**src/hdl/assert_macros.svh**
```systemverilog
// Assertion macros shared by the vertex format converter RTL
`ifndef ASSERT_MACROS_SVH
`define ASSERT_MACROS_SVH

// Check a condition at every rising clock edge outside reset
`define VFC_ASSERT_ALWAYS(label, clk, rst_n, cond, msg) \
    label: assert property (@(posedge clk) disable iff (!rst_n) (cond)) else $error(msg);

// Check that a trigger implies a consequence in the same cycle
`define VFC_ASSERT_IMPLY(label, clk, rst_n, trig, cons, msg) \
    label: assert property (@(posedge clk) disable iff (!rst_n) (trig) |-> (cons)) \
        else $error(msg);

`endif

```
**src/hdl/vfc_pkg.sv**
```systemverilog
// Types and constants for the vertex format converter
package vfc_pkg;

    localparam int unsigned LAYOUT_MAX_BYTES = 52;
    localparam int unsigned STORE_WORDS      = 13;
    localparam int unsigned STORE_BANKS      = 2;
    localparam int unsigned MAX_STRIDE       = 255;
    localparam int unsigned WORD_ADDR_W      = 4;

    localparam logic [31:0] ONE_FLOAT_BITS = 32'h3f80_0000;
    localparam logic [31:0] WHITE_COLOUR   = 32'hffff_ffff;

    // format word fields
    localparam logic [2:0] POS_XYZ    = 3'b001;
    localparam logic [2:0] POS_XYZRHW = 3'b010;
    localparam int unsigned FMT_XYZ_BIT  = 1;
    localparam int unsigned FMT_NRM_BIT  = 4;
    localparam int unsigned FMT_PSIZE_BIT = 5;
    localparam int unsigned FMT_DIF_BIT  = 6;
    localparam int unsigned FMT_SPC_BIT  = 7;
    localparam logic [3:0]  MAX_TEX_SETS = 4'd2;

    // configuration register indexes
    localparam logic CFG_FORMAT = 1'b0;
    localparam logic CFG_STRIDE = 1'b1;

    // canonical word indexes
    localparam logic [3:0] WI_X   = 4'd0;
    localparam logic [3:0] WI_Y   = 4'd1;
    localparam logic [3:0] WI_Z   = 4'd2;
    localparam logic [3:0] WI_W   = 4'd3;
    localparam logic [3:0] WI_NX  = 4'd4;
    localparam logic [3:0] WI_NY  = 4'd5;
    localparam logic [3:0] WI_NZ  = 4'd6;
    localparam logic [3:0] WI_COL = 4'd7;
    localparam logic [3:0] WI_U0  = 4'd8;
    localparam logic [3:0] WI_V0  = 4'd9;
    localparam logic [3:0] WI_U1  = 4'd10;
    localparam logic [3:0] WI_V1  = 4'd11;

    // one queued job: a rejection or a finished vertex in a store bank
    typedef struct packed {
        logic       rej;
        logic       bank;
        logic       rhw;
        logic       nrm;
        logic       dif;
        logic       spc;
        logic [1:0] tex;
    } t_vtx_cmd;

    typedef struct packed {
        logic                   en;
        logic                   bank;
        logic [WORD_ADDR_W-1:0] word_addr;
        logic [1:0]             lane;
        logic [7:0]             data;
    } t_store_wr;

    typedef struct packed {
        logic valid;
        logic bank;
    } t_bank_release;

endpackage

```
**src/hdl/vfc_store.sv**
```systemverilog
// Double-banked vertex byte store: byte writes, word reads
module vfc_store (
    input  logic                           i_clk,
    input  vfc_pkg::t_store_wr             i_wr,
    input  logic                           i_rd_bank,
    input  logic [vfc_pkg::WORD_ADDR_W-1:0] i_rd_addr,
    output logic [31:0]                    o_rd_word
);
    import vfc_pkg::*;

    logic [3:0][7:0] r_words [STORE_BANKS][STORE_WORDS];

    always_ff @(posedge i_clk) begin
        if (i_wr.en) begin
            r_words[i_wr.bank][i_wr.word_addr][i_wr.lane] <= i_wr.data;
        end
    end

    // little-endian: lane 0 is the low byte
    assign o_rd_word = r_words[i_rd_bank][i_rd_addr];

endmodule

```
**src/hdl/vfc_fifo.sv**
```systemverilog
// Job queue between the byte front end and the word back end
module vfc_fifo #(
    parameter int unsigned DEPTH = 4
) (
    input  logic              i_clk,
    input  logic              i_rst_n,
    input  logic              i_push,
    input  vfc_pkg::t_vtx_cmd i_data,
    input  logic              i_pop,
    output vfc_pkg::t_vtx_cmd o_data,
    output logic              o_empty,
    output logic              o_full
);
    import vfc_pkg::*;

    localparam int unsigned PTR_W = (DEPTH > 1) ? $clog2(DEPTH) : 1;
    localparam int unsigned CNT_W = $clog2(DEPTH + 1);

    t_vtx_cmd         r_mem [DEPTH];
    logic [PTR_W-1:0] r_wr_ptr, n_wr_ptr;
    logic [PTR_W-1:0] r_rd_ptr, n_rd_ptr;
    logic [CNT_W-1:0] r_count, n_count;

    function automatic logic [PTR_W-1:0] ptr_inc(input logic [PTR_W-1:0] p);
        logic [PTR_W-1:0] q;
        q = (p == PTR_W'(DEPTH - 1)) ? '0 : p + PTR_W'(1);
        return q;
    endfunction

    always_comb begin
        n_wr_ptr = i_push ? ptr_inc(r_wr_ptr) : r_wr_ptr;
        n_rd_ptr = i_pop  ? ptr_inc(r_rd_ptr) : r_rd_ptr;
        n_count  = r_count + CNT_W'(i_push) - CNT_W'(i_pop);
    end

    always_ff @(posedge i_clk) begin
        if (!i_rst_n) begin
            r_wr_ptr <= '0;
            r_rd_ptr <= '0;
            r_count  <= '0;
        end else begin
            r_wr_ptr <= n_wr_ptr;
            r_rd_ptr <= n_rd_ptr;
            r_count  <= n_count;
        end
    end

    always_ff @(posedge i_clk) begin
        if (i_push) begin
            r_mem[r_wr_ptr] <= i_data;
        end
    end

    assign o_data  = r_mem[r_rd_ptr];
    assign o_empty = (r_count == '0);
    assign o_full  = (r_count == CNT_W'(DEPTH));

endmodule

```
**src/hdl/vfc_front.sv**
```systemverilog
// Front end: configuration, byte position, store writes and job classification
module vfc_front (
    input  logic                  i_clk,
    input  logic                  i_rst_n,
    input  logic                  i_cfg_valid,
    output logic                  o_cfg_ready,
    input  logic                  i_cfg_index,
    input  logic [11:0]           i_cfg_data,
    input  logic                  i_valid,
    output logic                  o_stall,
    input  logic [7:0]            i_data_byte,
    input  logic                  i_start_of_call,
    input  logic                  i_fifo_full,
    input  vfc_pkg::t_bank_release i_release,
    output logic                  o_push,
    output vfc_pkg::t_vtx_cmd     o_cmd,
    output vfc_pkg::t_store_wr    o_store_wr
);
    import vfc_pkg::*;

    logic [11:0] r_format, n_format;
    logic [7:0]  r_stride, n_stride;
    logic [7:0]  r_pos, n_pos;
    logic        r_bank, n_bank;
    logic        r_flag, n_flag;
    logic [1:0]  r_busy, n_busy;

    logic       fmt_ok, cfg_ok, accept, toggle, wr_bank, emit, cfg_wr;
    logic [1:0] tex;
    logic [5:0] size;
    logic [7:0] stride_eff, pos0, pos1;

    assign o_cfg_ready = 1'b1;
    assign cfg_wr      = i_cfg_valid && o_cfg_ready;

    // hold input while the queue is full or the next bank is still being read
    assign o_stall = i_fifo_full || (r_flag && r_busy[~r_bank]);
    assign accept  = i_valid && !o_stall;

    always_comb begin
        fmt_ok = ((r_format[3:1] == POS_XYZ) || (r_format[3:1] == POS_XYZRHW))
                 && !r_format[FMT_PSIZE_BIT] && (r_format[11:8] <= MAX_TEX_SETS);
        tex    = r_format[9:8];
        size   = (r_format[FMT_XYZ_BIT] ? 6'd12 : 6'd16)
                 + (r_format[FMT_NRM_BIT] ? 6'd12 : 6'd0)
                 + (r_format[FMT_DIF_BIT] ? 6'd4 : 6'd0)
                 + (r_format[FMT_SPC_BIT] ? 6'd4 : 6'd0)
                 + {1'b0, tex, 3'b000};
        stride_eff = (r_stride == 8'd0) ? {2'b00, size} : r_stride;
        cfg_ok = fmt_ok && (stride_eff >= {2'b00, size})
                 && ({1'b0, stride_eff} <= 9'(MAX_STRIDE));

        pos0    = i_start_of_call ? 8'd0 : r_pos;
        pos1    = pos0 + 8'd1;
        // a write at offset zero after an emission opens the other bank
        toggle  = (pos0 == 8'd0) && r_flag;
        wr_bank = toggle ? ~r_bank : r_bank;
        emit    = (pos1 == {2'b00, size});

        o_store_wr.en        = accept && cfg_ok && (pos0 < 8'(LAYOUT_MAX_BYTES));
        o_store_wr.bank      = wr_bank;
        o_store_wr.word_addr = pos0[5:2];
        o_store_wr.lane      = pos0[1:0];
        o_store_wr.data      = i_data_byte;

        o_push     = accept && (!cfg_ok || emit);
        o_cmd.rej  = !cfg_ok;
        o_cmd.bank = wr_bank;
        o_cmd.rhw  = !r_format[FMT_XYZ_BIT];
        o_cmd.nrm  = r_format[FMT_NRM_BIT];
        o_cmd.dif  = r_format[FMT_DIF_BIT];
        o_cmd.spc  = r_format[FMT_SPC_BIT];
        o_cmd.tex  = tex;

        n_format = r_format;
        n_stride = r_stride;
        if (cfg_wr) begin
            unique case (i_cfg_index)
                CFG_FORMAT: n_format = i_cfg_data;
                CFG_STRIDE: n_stride = i_cfg_data[7:0];
                default:    n_format = r_format;
            endcase
        end

        n_pos  = r_pos;
        n_bank = r_bank;
        n_flag = r_flag;
        if (accept) begin
            if (cfg_ok) begin
                n_pos  = (pos1 >= stride_eff) ? 8'd0 : pos1;
                n_bank = wr_bank;
                if (emit) begin
                    n_flag = 1'b1;
                end else if (toggle) begin
                    n_flag = 1'b0;
                end
            end else begin
                n_pos = pos0;
            end
        end

        n_busy = r_busy;
        if (i_release.valid) begin
            n_busy[i_release.bank] = 1'b0;
        end
        if (o_push && cfg_ok) begin
            n_busy[wr_bank] = 1'b1;
        end
    end

    always_ff @(posedge i_clk) begin
        if (!i_rst_n) begin
            r_format <= 12'h002;
            r_stride <= 8'd0;
            r_pos    <= 8'd0;
            r_bank   <= 1'b0;
            r_flag   <= 1'b0;
            r_busy   <= 2'b00;
        end else begin
            r_format <= n_format;
            r_stride <= n_stride;
            r_pos    <= n_pos;
            r_bank   <= n_bank;
            r_flag   <= n_flag;
            r_busy   <= n_busy;
        end
    end

endmodule

```
**src/hdl/vfc_back.sv**
```systemverilog
// Back end: feeds the output register twelve words per job, one if rejected
module vfc_back (
    input  logic                            i_clk,
    input  logic                            i_rst_n,
    input  vfc_pkg::t_vtx_cmd               i_cmd,
    input  logic                            i_empty,
    output logic                            o_pop,
    output vfc_pkg::t_bank_release          o_release,
    output logic                            o_rd_bank,
    output logic [vfc_pkg::WORD_ADDR_W-1:0] o_rd_addr,
    input  logic [31:0]                     i_rd_word,
    output logic                            o_valid,
    input  logic                            i_stall,
    output logic [3:0]                      o_word_index,
    output logic [31:0]                     o_word_value,
    output logic                            o_last_word,
    output logic                            o_rejected
);
    import vfc_pkg::*;

    logic [3:0]  r_idx, n_idx;
    logic        r_valid, n_valid;
    logic [3:0]  r_index;
    logic [31:0] r_value;
    logic        r_last, r_rej;

    logic [3:0]  pos_w, col_base, tex_base, addr;
    logic        use_store, advance, produce, last;
    logic [31:0] fixed_val, value;

    always_comb begin
        pos_w    = i_cmd.rhw ? 4'd4 : 4'd3;
        col_base = pos_w + (i_cmd.nrm ? 4'd3 : 4'd0);
        tex_base = col_base + {3'b000, i_cmd.dif} + {3'b000, i_cmd.spc};

        addr      = 4'd0;
        use_store = 1'b0;
        fixed_val = 32'd0;
        unique case (r_idx)
            WI_X, WI_Y, WI_Z: begin
                addr      = r_idx;
                use_store = 1'b1;
            end
            WI_W: begin
                addr      = WI_W;
                use_store = i_cmd.rhw;
                fixed_val = ONE_FLOAT_BITS;
            end
            WI_NX, WI_NY, WI_NZ: begin
                addr      = pos_w + (r_idx - WI_NX);
                use_store = i_cmd.nrm;
            end
            WI_COL: begin
                addr      = col_base;
                use_store = i_cmd.dif;
                fixed_val = WHITE_COLOUR;
            end
            WI_U0, WI_V0: begin
                addr      = tex_base + (r_idx - WI_U0);
                use_store = (i_cmd.tex != 2'd0);
            end
            WI_U1, WI_V1: begin
                addr      = tex_base + 4'd2 + (r_idx - WI_U1);
                use_store = i_cmd.tex[1];
            end
            default: begin
                addr      = 4'd0;
                use_store = 1'b0;
            end
        endcase
        value = use_store ? i_rd_word : fixed_val;

        advance = !r_valid || !i_stall;
        produce = advance && !i_empty;
        last    = i_cmd.rej || (r_idx == WI_V1);

        o_pop             = produce && last;
        o_release.valid   = o_pop && !i_cmd.rej;
        o_release.bank    = i_cmd.bank;

        n_idx = r_idx;
        if (produce) begin
            n_idx = last ? WI_X : r_idx + 4'd1;
        end
        n_valid = advance ? produce : r_valid;
    end

    assign o_rd_bank = i_cmd.bank;
    assign o_rd_addr = addr;

    always_ff @(posedge i_clk) begin
        if (!i_rst_n) begin
            r_idx   <= WI_X;
            r_valid <= 1'b0;
        end else begin
            r_idx   <= n_idx;
            r_valid <= n_valid;
        end
    end

    always_ff @(posedge i_clk) begin
        if (produce) begin
            r_index <= i_cmd.rej ? WI_X : r_idx;
            r_value <= i_cmd.rej ? 32'd0 : value;
            r_last  <= last;
            r_rej   <= i_cmd.rej;
        end
    end

    assign o_valid      = r_valid;
    assign o_word_index = r_index;
    assign o_word_value = r_value;
    assign o_last_word  = r_last;
    assign o_rejected   = r_rej;

endmodule

```
**src/hdl/vertex_format_converter_core.sv**
```systemverilog
// Top level of the vertex format converter: front end, job queue, store, back end
//
//  channel  | dir | handshake                    | payload
//  ---------+-----+------------------------------+-------------------------------------
//  byte in  | in  | i_valid / o_stall            | i_data_byte, i_start_of_call
//  word out | out | o_valid / i_stall            | o_word_index, o_word_value,
//           |     |                              | o_last_word, o_rejected
//  config   | in  | i_cfg_valid / o_cfg_ready    | i_cfg_index, i_cfg_data
//
// Bytes go in and words come out one per cycle each unless stalled: twelve words per
// vertex, one per refused byte. A job passes the queue, then the output register.
// Synchronous reset restores the configuration, clears the byte position and the queue.
// Input stalls when the job queue is full, or, from a vertex entering the queue to the
// next byte at offset zero, while the other store bank is being read by the back end.
`include "assert_macros.svh"

module vertex_format_converter_core #(
    parameter int unsigned QUEUE_DEPTH = 4
) (
    input  logic        i_clk,
    input  logic        i_rst_n,
    input  logic        i_cfg_valid,
    output logic        o_cfg_ready,
    input  logic        i_cfg_index,
    input  logic [11:0] i_cfg_data,
    input  logic        i_valid,
    output logic        o_stall,
    input  logic [7:0]  i_data_byte,
    input  logic        i_start_of_call,
    output logic        o_valid,
    input  logic        i_stall,
    output logic [3:0]  o_word_index,
    output logic [31:0] o_word_value,
    output logic        o_last_word,
    output logic        o_rejected
);
    import vfc_pkg::*;

    logic                   fifo_push, fifo_pop, fifo_empty, fifo_full;
    t_vtx_cmd               push_cmd, head_cmd;
    t_store_wr              store_wr;
    t_bank_release          release_info;
    logic                   rd_bank;
    logic [WORD_ADDR_W-1:0] rd_addr;
    logic [31:0]            rd_word;

    vfc_front u_front (
        .i_clk           (i_clk),
        .i_rst_n         (i_rst_n),
        .i_cfg_valid     (i_cfg_valid),
        .o_cfg_ready     (o_cfg_ready),
        .i_cfg_index     (i_cfg_index),
        .i_cfg_data      (i_cfg_data),
        .i_valid         (i_valid),
        .o_stall         (o_stall),
        .i_data_byte     (i_data_byte),
        .i_start_of_call (i_start_of_call),
        .i_fifo_full     (fifo_full),
        .i_release       (release_info),
        .o_push          (fifo_push),
        .o_cmd           (push_cmd),
        .o_store_wr      (store_wr)
    );

    vfc_fifo #(
        .DEPTH (QUEUE_DEPTH)
    ) u_fifo (
        .i_clk   (i_clk),
        .i_rst_n (i_rst_n),
        .i_push  (fifo_push),
        .i_data  (push_cmd),
        .i_pop   (fifo_pop),
        .o_data  (head_cmd),
        .o_empty (fifo_empty),
        .o_full  (fifo_full)
    );

    vfc_store u_store (
        .i_clk     (i_clk),
        .i_wr      (store_wr),
        .i_rd_bank (rd_bank),
        .i_rd_addr (rd_addr),
        .o_rd_word (rd_word)
    );

    vfc_back u_back (
        .i_clk        (i_clk),
        .i_rst_n      (i_rst_n),
        .i_cmd        (head_cmd),
        .i_empty      (fifo_empty),
        .o_pop        (fifo_pop),
        .o_release    (release_info),
        .o_rd_bank    (rd_bank),
        .o_rd_addr    (rd_addr),
        .i_rd_word    (rd_word),
        .o_valid      (o_valid),
        .i_stall      (i_stall),
        .o_word_index (o_word_index),
        .o_word_value (o_word_value),
        .o_last_word  (o_last_word),
        .o_rejected   (o_rejected)
    );

    `VFC_ASSERT_IMPLY(a_no_push_full, i_clk, i_rst_n, fifo_push, !fifo_full, "push into full queue")
    `VFC_ASSERT_IMPLY(a_no_pop_empty, i_clk, i_rst_n, fifo_pop, !fifo_empty, "pop from empty queue")
    `VFC_ASSERT_IMPLY(a_reject_shape, i_clk, i_rst_n, o_valid && o_rejected,
                      o_last_word && (o_word_index == WI_X), "malformed rejection word")
    `VFC_ASSERT_IMPLY(a_last_index, i_clk, i_rst_n, o_valid && !o_rejected,
                      o_last_word == (o_word_index == WI_V1), "last flag out of step")

endmodule
```
**config.mk**
```make
export PLATFORM = sky130hd
export DESIGN_NAME = vertex_format_converter_core
export DESIGN_NICKNAME = d
export VERILOG_FILES = /design/src/hdl/vfc_pkg.sv /design/src/hdl/vfc_store.sv /design/src/hdl/vfc_fifo.sv /design/src/hdl/vfc_front.sv /design/src/hdl/vfc_back.sv /design/src/hdl/vertex_format_converter_core.sv
export VERILOG_INCLUDE_DIRS = /design/src /design/src/hdl
export SDC_FILE = /design/constraint.sdc
export NUM_CORES = 1
export LEC_CHECK = 0
export ABC_AREA = 0
export ABC_CLOCK_PERIOD_IN_PS = 7200
export BUFFER_PORTS_ARGS = -buffer_cell sky130_fd_sc_hd__buf_2
export CAP_MARGIN = 20
export CORE_ASPECT_RATIO = 1.25
export CORE_MARGIN = 10
export CORE_UTILIZATION = 45
export DETAILED_ROUTE_END_ITERATION = 10
export GPL_TIMING_DRIVEN = 0
export PLACE_DENSITY = 0.58
export SLEW_MARGIN = 20
export SYNTH_ARGS = -nofsm -noshare
export SYNTH_HDL_FRONTEND = slang
export SYNTH_HIERARCHICAL = 1
export SYNTH_SLANG_ARGS = --single-unit
```
**constraint.sdc**
```tcl
create_clock -name i_clk -period 7.2 [get_ports i_clk]
set_input_delay 1.44 -clock i_clk [delete_from_list [all_inputs] [get_ports i_clk]]
set_output_delay 1.44 -clock i_clk [all_outputs]
set_load 0.03 [all_outputs]
```
**Word-level counts from Yosys, hierarchy flattened**

Memories as Yosys holds them, arrays and structs flattened. A register that Yosys moved wholly into a read port is not among the register bits.
Cells that the tools add are included.

- Input port bits: 27
- Memories: 2
- Bits in writable memories: 864
- Logic and storage cells: 160
- Output and inout bits: 41
- Register bits: 82

- Mux-type cells: 41
- Eq/ne operators: 17
- Bitwise logic cells: 7
- Reductions and logical operators: 44
- $add $sub $neg: 20
- $lt $le $gt $ge: 14

Memories:

| memory | depth | bits a word | read ports | clocked after Yosys merged registers in | wr ports | RTL line | source |
|---|---|---|---|---|---|---|---|
| u_store.r_words | 2 | 416 | 1 | 0 | 1 | vfc_store.sv:11 | `logic [3:0][7:0] r_words [STORE_BANKS][STORE_WORDS];` |
| u_fifo.r_mem | 4 | 8 | 1 | 1 | 1 | vfc_fifo.sv:19 | `t_vtx_cmd r_mem [DEPTH];` |

Operators with widths:

| operator | number |
|---|---|
| $mux W416 | 1 |
| $bmux W32 S4 | 1 |
| $demux W32 S4 | 1 |
| $mux W32 | 4 |
| $pmux W32 S2 | 1 |
| $mux W8 | 5 |
| $pmux W4 S6 | 1 |
| $add A6 B6 Y6 | 3 |
| $logic_and A1 B1 Y1 | 17 |
| $add A4 B4 Y4 | 4 |
| $demux W8 S2 | 1 |
| $eq A4 B3 Y1 const B | 4 |
| $eq A4 B4 Y1 const B | 4 |
| $logic_not A8 Y1 | 2 |
| $mux W2 | 7 |
| $ge A5 B5 Y1 const B | 2 |
| $mux W1 | 10 |
| $not A4 Y5 | 2 |
| $mux W3 | 3 |
| $add A4 B1 Y4 | 2 |
| $add A8 B1 Y8 const B | 1 |
| $eq A4 B2 Y1 const B | 2 |
| $eq A8 B6 Y1 | 1 |
| $ge A8 B6 Y1 | 1 |
| 38 further kinds | 63 |

**Depth between registers and ports, before layout**

- Depth after elaboration: 13
- Gate-level depth with buffers: 21
- Gate-level depth less buffers: 20

**Modules after synthesis**

The synthesis kept the hierarchy.

By module, submodules not included:

| module | sequential area each (sq um) | cells each | area each (sq um) | instances |
|---|---|---|---|---|
| vfc_store | 24984.0 | 1696 | 32600.0 | 1 |
| vfc_front | 620.6 | 296 | 2357.3 | 1 |
| vfc_back | 1241.2 | 178 | 2282.2 | 1 |
| vfc_fifo | 1141.1 | 85 | 1609.0 | 1 |

**Worst setup path after synthesis**

No wires, ideal clock.

- Path kind: input to register
- Start: input port i_stall
- End: register u_fifo.r_count[2]
- Slack: 1.721 ns
- Arrival time: 5.361 ns
- Data required time: 7.083 ns
- Buffers on the path: 0
- Stages: 10
- Setup time: 0.117 ns
- Path through: a21oi_1 -> o21ai_0 -> inv_1 -> ha_1 -> inv_1 -> ha_1 -> inv_1 -> fa_1 -> xnor3_1 -> nor2_1

- Longest elaborated chain between the ends: 5

RTL lines:

| what | RTL line | source |
|---|---|---|
| start: declaration | vertex_format_converter_core.sv:31 | `input logic i_stall,` |
| $logic_not A1 Y1 | vfc_back.sv:73 | `advance = !r_valid \|\| !i_stall;` |
| $logic_or A1 B1 Y1 | vfc_back.sv:73 |  |
| $logic_and A1 B1 Y1 | vfc_back.sv:74 | `produce = advance && !i_empty;` |
| $logic_and A1 B1 Y1 | vfc_back.sv:77 | `o_pop = produce && last;` |
| net fifo_pop | vertex_format_converter_core.sv:39 | `logic fifo_push, fifo_pop, fifo_empty, fifo_full;` |
| $sub A3 B1 Y3 | vfc_fifo.sv:33 | `n_count = r_count + CNT_W'(i_push) - CNT_W'(i_pop);` |
| end signal: assignment | vfc_fifo.sv:44 | `r_count <= n_count;` |
| end: declaration | vfc_fifo.sv:22 | `logic [CNT_W-1:0] r_count, n_count;` |

The timed path passes the listed nets, and every way through them passes these cells.
A chain may end at the register's enable or synchronous reset.

==> results.tsv <==
stage	metric	value	unit
status	outcome	completed	
drt	detailedRoute.firstPassIterationCount	7	
timing	maxSlewViolCount	0	
die	die-area	98600	µm²
logic_synthesis	mappedNetlistArea	38800	µm²
die	start_util	0.453	
drt	dr.max_layer_used	met4	
worst_setup_path	required_time_of_the_critical_path	7.71	ns
grt	grt.total_usage	0.199	
worst_hold_path	hold-path-cell-count	2	
worst_setup_path	cp_slowest_stage_delay	0.85	ns
drt	wl_met2	52200	µm
clock_network	buffer_count_from_post_cts_setup_fixing	0	
logic_synthesis	postSynthNetCount	2330	
worst_setup_path	worst-path-max-fanout	10	
worst_setup_path	reg2reg_depth	18	
grt	grt_start_max_net_pins	105	
die	die-width	283	µm
cells_and_area	area_delta_synth_final	12.7	%
drt	route.detailed.vias_per_inst	5.76	
pwr	powerDensity	360	nW/µm²
placed_design	place_ws	0.911	ns
placed_design	placed_cell_area	40700	µm²
clock_network	clock_latency_on_the_worst_skew_pair	0.66	ns
die	floorplan.rows	120	
drt	antenna_violating_nets_post_route	0	
clock_network	tritoncts_num_sinks	947	
worst_setup_path	crit_path_top_delay_cell	nor2_1	
timing	tightestPinTransition	1.07	ns
logic_synthesis	synth-compound-area-share	0.0619	
worst_hold_path	hold_path_class	reg -> reg	
clock_network	numCtsBuffers	94	
clock_network	clock_slew_at_the_register_clock_pins_of_the_worst_setup_and_hold_paths	0.06	ns
clock_network	largest_buffer_count_on_any_clock_path	3	
cells_and_area	postLayoutCellArea	43800	µm²
logic_synthesis	synth_enable_flop_cells	902	
die	io_pins	68	
timing	timing.final.crit_period	6.45	ns
placed_design	gpl.final_weighted_congestion	0.869	
grt	first_global_vias	21600	
clock_network	ctsHtreeMaxLevel	3	
die	floorplan.core_area	85700	µm²
clock_network	cts_tree	yes	
cells_and_area	n_antenna_cell	0	
worst_setup_path	critPathCaptureType	flip-flop	
drt	avgRoutedWirePerCell	27.2	µm
timing	tns	0	ns
timing	final_critical_path_setup_slack	0.748	ns
grt	grt_first_pass_wirelength	142000	µm
worst_setup_path	cp_cell_sequence	buf_6, mux4_2, inv_1, ha_1, fa_1, inv_1, ha_1, ha_1, ha_1, a22oi_1, o211ai_1, buf_4, buf_2, nor2_1, buf_2, a22oi_1, a22oi_1, a21o_1	
placed_design	io_buffer_count	57	
clock_network	cts_hold_repair.buffers	0	
cells_and_area	drive_gt1_frac	0.170	
cells_and_area	num-fill-cells	6987	
cells_and_area	finalCoreUtilization	0.511	
die	fp.dieH	349	µm
timing	fin_skew	0.0334	ns
pwr	total_leakage_power	0.0146	µW
logic_synthesis	post_synthesis_adder_cell_area_fraction	0.0170	
logic_synthesis	syn-instance-count	2255	
drt	vias	21000	
timing	finalCritPeriodShare	0.896	
logic_synthesis	synth_top_family_by_area	multiplexers	
logic_synthesis	simple_gate_portion_of_the_synthesized_area	0.0445	
logic_synthesis	yosys-mux-area-fraction	0.120	
timing	finalHoldViolCount	0	
logic_synthesis	yosys_cell_types	79	
logic_synthesis	synthesis.area_per_instance	17.2	µm²
timing	maxSlewHeadroom	0.286	
logic_synthesis	async_reset_ff_frac	0	
cells_and_area	final_nets	2486	
clock_network	cts_resized	0	
logic_synthesis	yosys_most_used_dff	edfxtp_1	
logic_synthesis	ys_ff_latch	947	
logic_synthesis	yosys.area_share.xor_xnor	0.00486	
worst_setup_path	setup.worst_path.class	reg -> reg	
run	drv_cap	0	
worst_setup_path	setup.worst_path.start_class	flip-flop	
worst_setup_path	cp_common_cell	ha_1	
drt	wl_met1	37400	µm
timing	finalSetupViolCount	0	
grt	antenna_found_initial	0	
cells_and_area	multi_input_area	9680	µm²
worst_setup_path	critical_path_arrival	6.96	ns
cells_and_area	register_area	28000	µm²
drt	detail_route.iter0.violations	1820	
clock_network	cts_root_buf	clkbuf_16	
drt	totalWireLength	99000	µm
logic_synthesis	synth_seq_area_share	0.720	
drt	detailroute.wirelength.met3	5090	µm
timing	rsz_0062_raised_after_global_routing	false	
placed_design	detailed_place_hpwl	67000	µm
pwr	ir_drop	268	µV
drt	drt_drc_violations_left	0	
grt	globalRoute.totalOverflow	0	
logic_synthesis	ys_warn_count	6	
timing	achievable-frequency	155	MHz
critical path: cells and delay by family (launching register included):
family | cells | cell delay, ns
flops | 1 | 0.32
simple gates | 1 | 0.85
buf+inv | 6 | 1.48
fa+ha+maj | 5 | 1.50
mux | 1 | 0.56
compound gates | 5 | 1.57
cells in the mapped netlist (3+ instances only):
master | count | area [µm²]
nor2_1 | 201 | 754
a21o_1 | 40 | 300
xor2_1 | 6 | 52.6
buf_1 | 6 | 22.5
buf_2 | 25 | 125
nor3_1 | 7 | 35.0
dfxtp_1 | 45 | 901
o31ai_1 | 3 | 22.5
a221oi_1 | 46 | 403
clkbuf_1 | 46 | 173
inv_1 | 43 | 161
edfxtp_1 | 902 | 27100
a22o_1 | 3 | 26.3
o21ai_0 | 17 | 85.1
nor3b_1 | 3 | 22.5
a211oi_1 | 4 | 30.0
mux4_2 | 104 | 2340
a22oi_1 | 62 | 465
or4_1 | 4 | 30.0
nand3b_1 | 3 | 22.5
xnor2_1 | 13 | 114
and3_1 | 3 | 18.8
o21ai_1 | 25 | 125
buf_4 | 34 | 255
o211ai_1 | 5 | 37.5
buf_6 | 27 | 304
ha_1 | 40 | 500
o221ai_1 | 31 | 272
mux2i_1 | 228 | 2280
nand2_1 | 73 | 274
nand2b_1 | 7 | 43.8
a31oi_1 | 4 | 25.0
buf_12 | 6 | 120
a32o_1 | 5 | 50.1
and2_1 | 8 | 50.1
nor2b_1 | 24 | 150
or3b_1 | 3 | 26.3
nand3_1 | 28 | 140
a21oi_1 | 65 | 325
nand4_1 | 4 | 25.0
fa_1 | 8 | 160
cell families (layout without fill, tap and decap cells):
family | count (synthesis) | in the layout
other cells | 1 | 1
mux | 335 | 335
buf+inv | 192 | 424
flops | 947 | 947
simple gates | 382 | 382
xor+xnor | 20 | 20
compound gates | 330 | 330
fa+ha+maj | 48 | 48
cells in the final DEF, fill, tap and decap left out, types with 7 or more instances in the layout:
cell	Yosys	layout
nor2b_1	24	24
mux4_2	104	104
xnor2_1	13	13
nand2b_1	7	7
edfxtp_1	902	902
nor2_1	201	201
and2_1	8	8
o221ai_1	31	31
o21ai_0	17	17
a21o_1	40	40
buf_2	25	82
fa_1	8	8
ha_1	40	40
buf_4	34	27
nand3_1	28	28
nand2_1	73	73
inv_1	43	43
dfxtp_1	45	45
a21oi_1	65	64
mux2i_1	228	228
clkinv_1	0	21
a221oi_1	46	46
a22oi_1	62	62
o21ai_1	25	25
clkbuf_1	46	60
buf_6	27	34
nor3_1	7	7
clkbuf_16	0	96
clkinv_2	0	13
bufinv_16	0	10
where the power goes:
part           switching [µW]  internal (µW)
clock                    2040           2840
sequential               69.9           6270
combinational            2800           1740
path summary, 6_finish.rpt:
kind / to / from / slack, ns
worst min register to register: u_front/r_format[11] / u_front/r_format[11] / 0.46
worst max-delay path: u_back/o_word_value[26] / flip-flop / 0.75
worst min-delay path: u_front/r_format[11] / u_front/r_format[11] / 0.46
worst max register to register: u_back/o_word_value[26] / flip-flop / 0.75
sequential cells by signal, indices dropped and copies added, names as in the netlist, named ones only:
name / count
u_fifo/r_wr_ptr: 2
u_front/r_pos: 8
u_fifo/r_rd_ptr: 2
u_back/o_rejected: 1
u_front/r_bank: 1
u_front/r_stride: 8
u_back/o_valid: 1
u_back/o_word_index: 4
u_front/r_format: 11
u_front/r_flag: 1
u_fifo/r_count: 3
u_back/r_idx: 4
u_front/r_busy: 2
u_fifo/r_mem: 32
u_store/r_words: 832
u_back/o_last_word: 1
u_back/o_word_value: 32
routing by layer:
metal,GRT usage,vias to the layer above
met5,0,-
met4,0.0884,0
met3,0.0286,189
met2,0.357,674
met1,0.234,10900
li1,-,9209
per-stage QoR:
step	hold slack [ns]	instances	total power (µW)
2_1_floorplan	0.436	2255	9440
3_3_place_gp	0.448	3471	10900
3_5_place_dp	0.453	3474	11000
4_1_cts	0.462	3646	15900
5_1_grt	0.485	3646	16300
6_report	0.459	3646	15800
final cells by class:
type / instances / share of cell area
inverters: 45 / 0.00397
multi-input cells: 1116 / 0.221
well taps: 1159 / 0.0331
clock buffers: 114 / 0.0573
plain buffers: 147 / 0.0242
flip-flops and latches: 947 / 0.639
clock inverters: 58 / 0.0130
repair buffers: 60 / 0.00840
No activity file was read; power rests on OpenSTA's default activity.
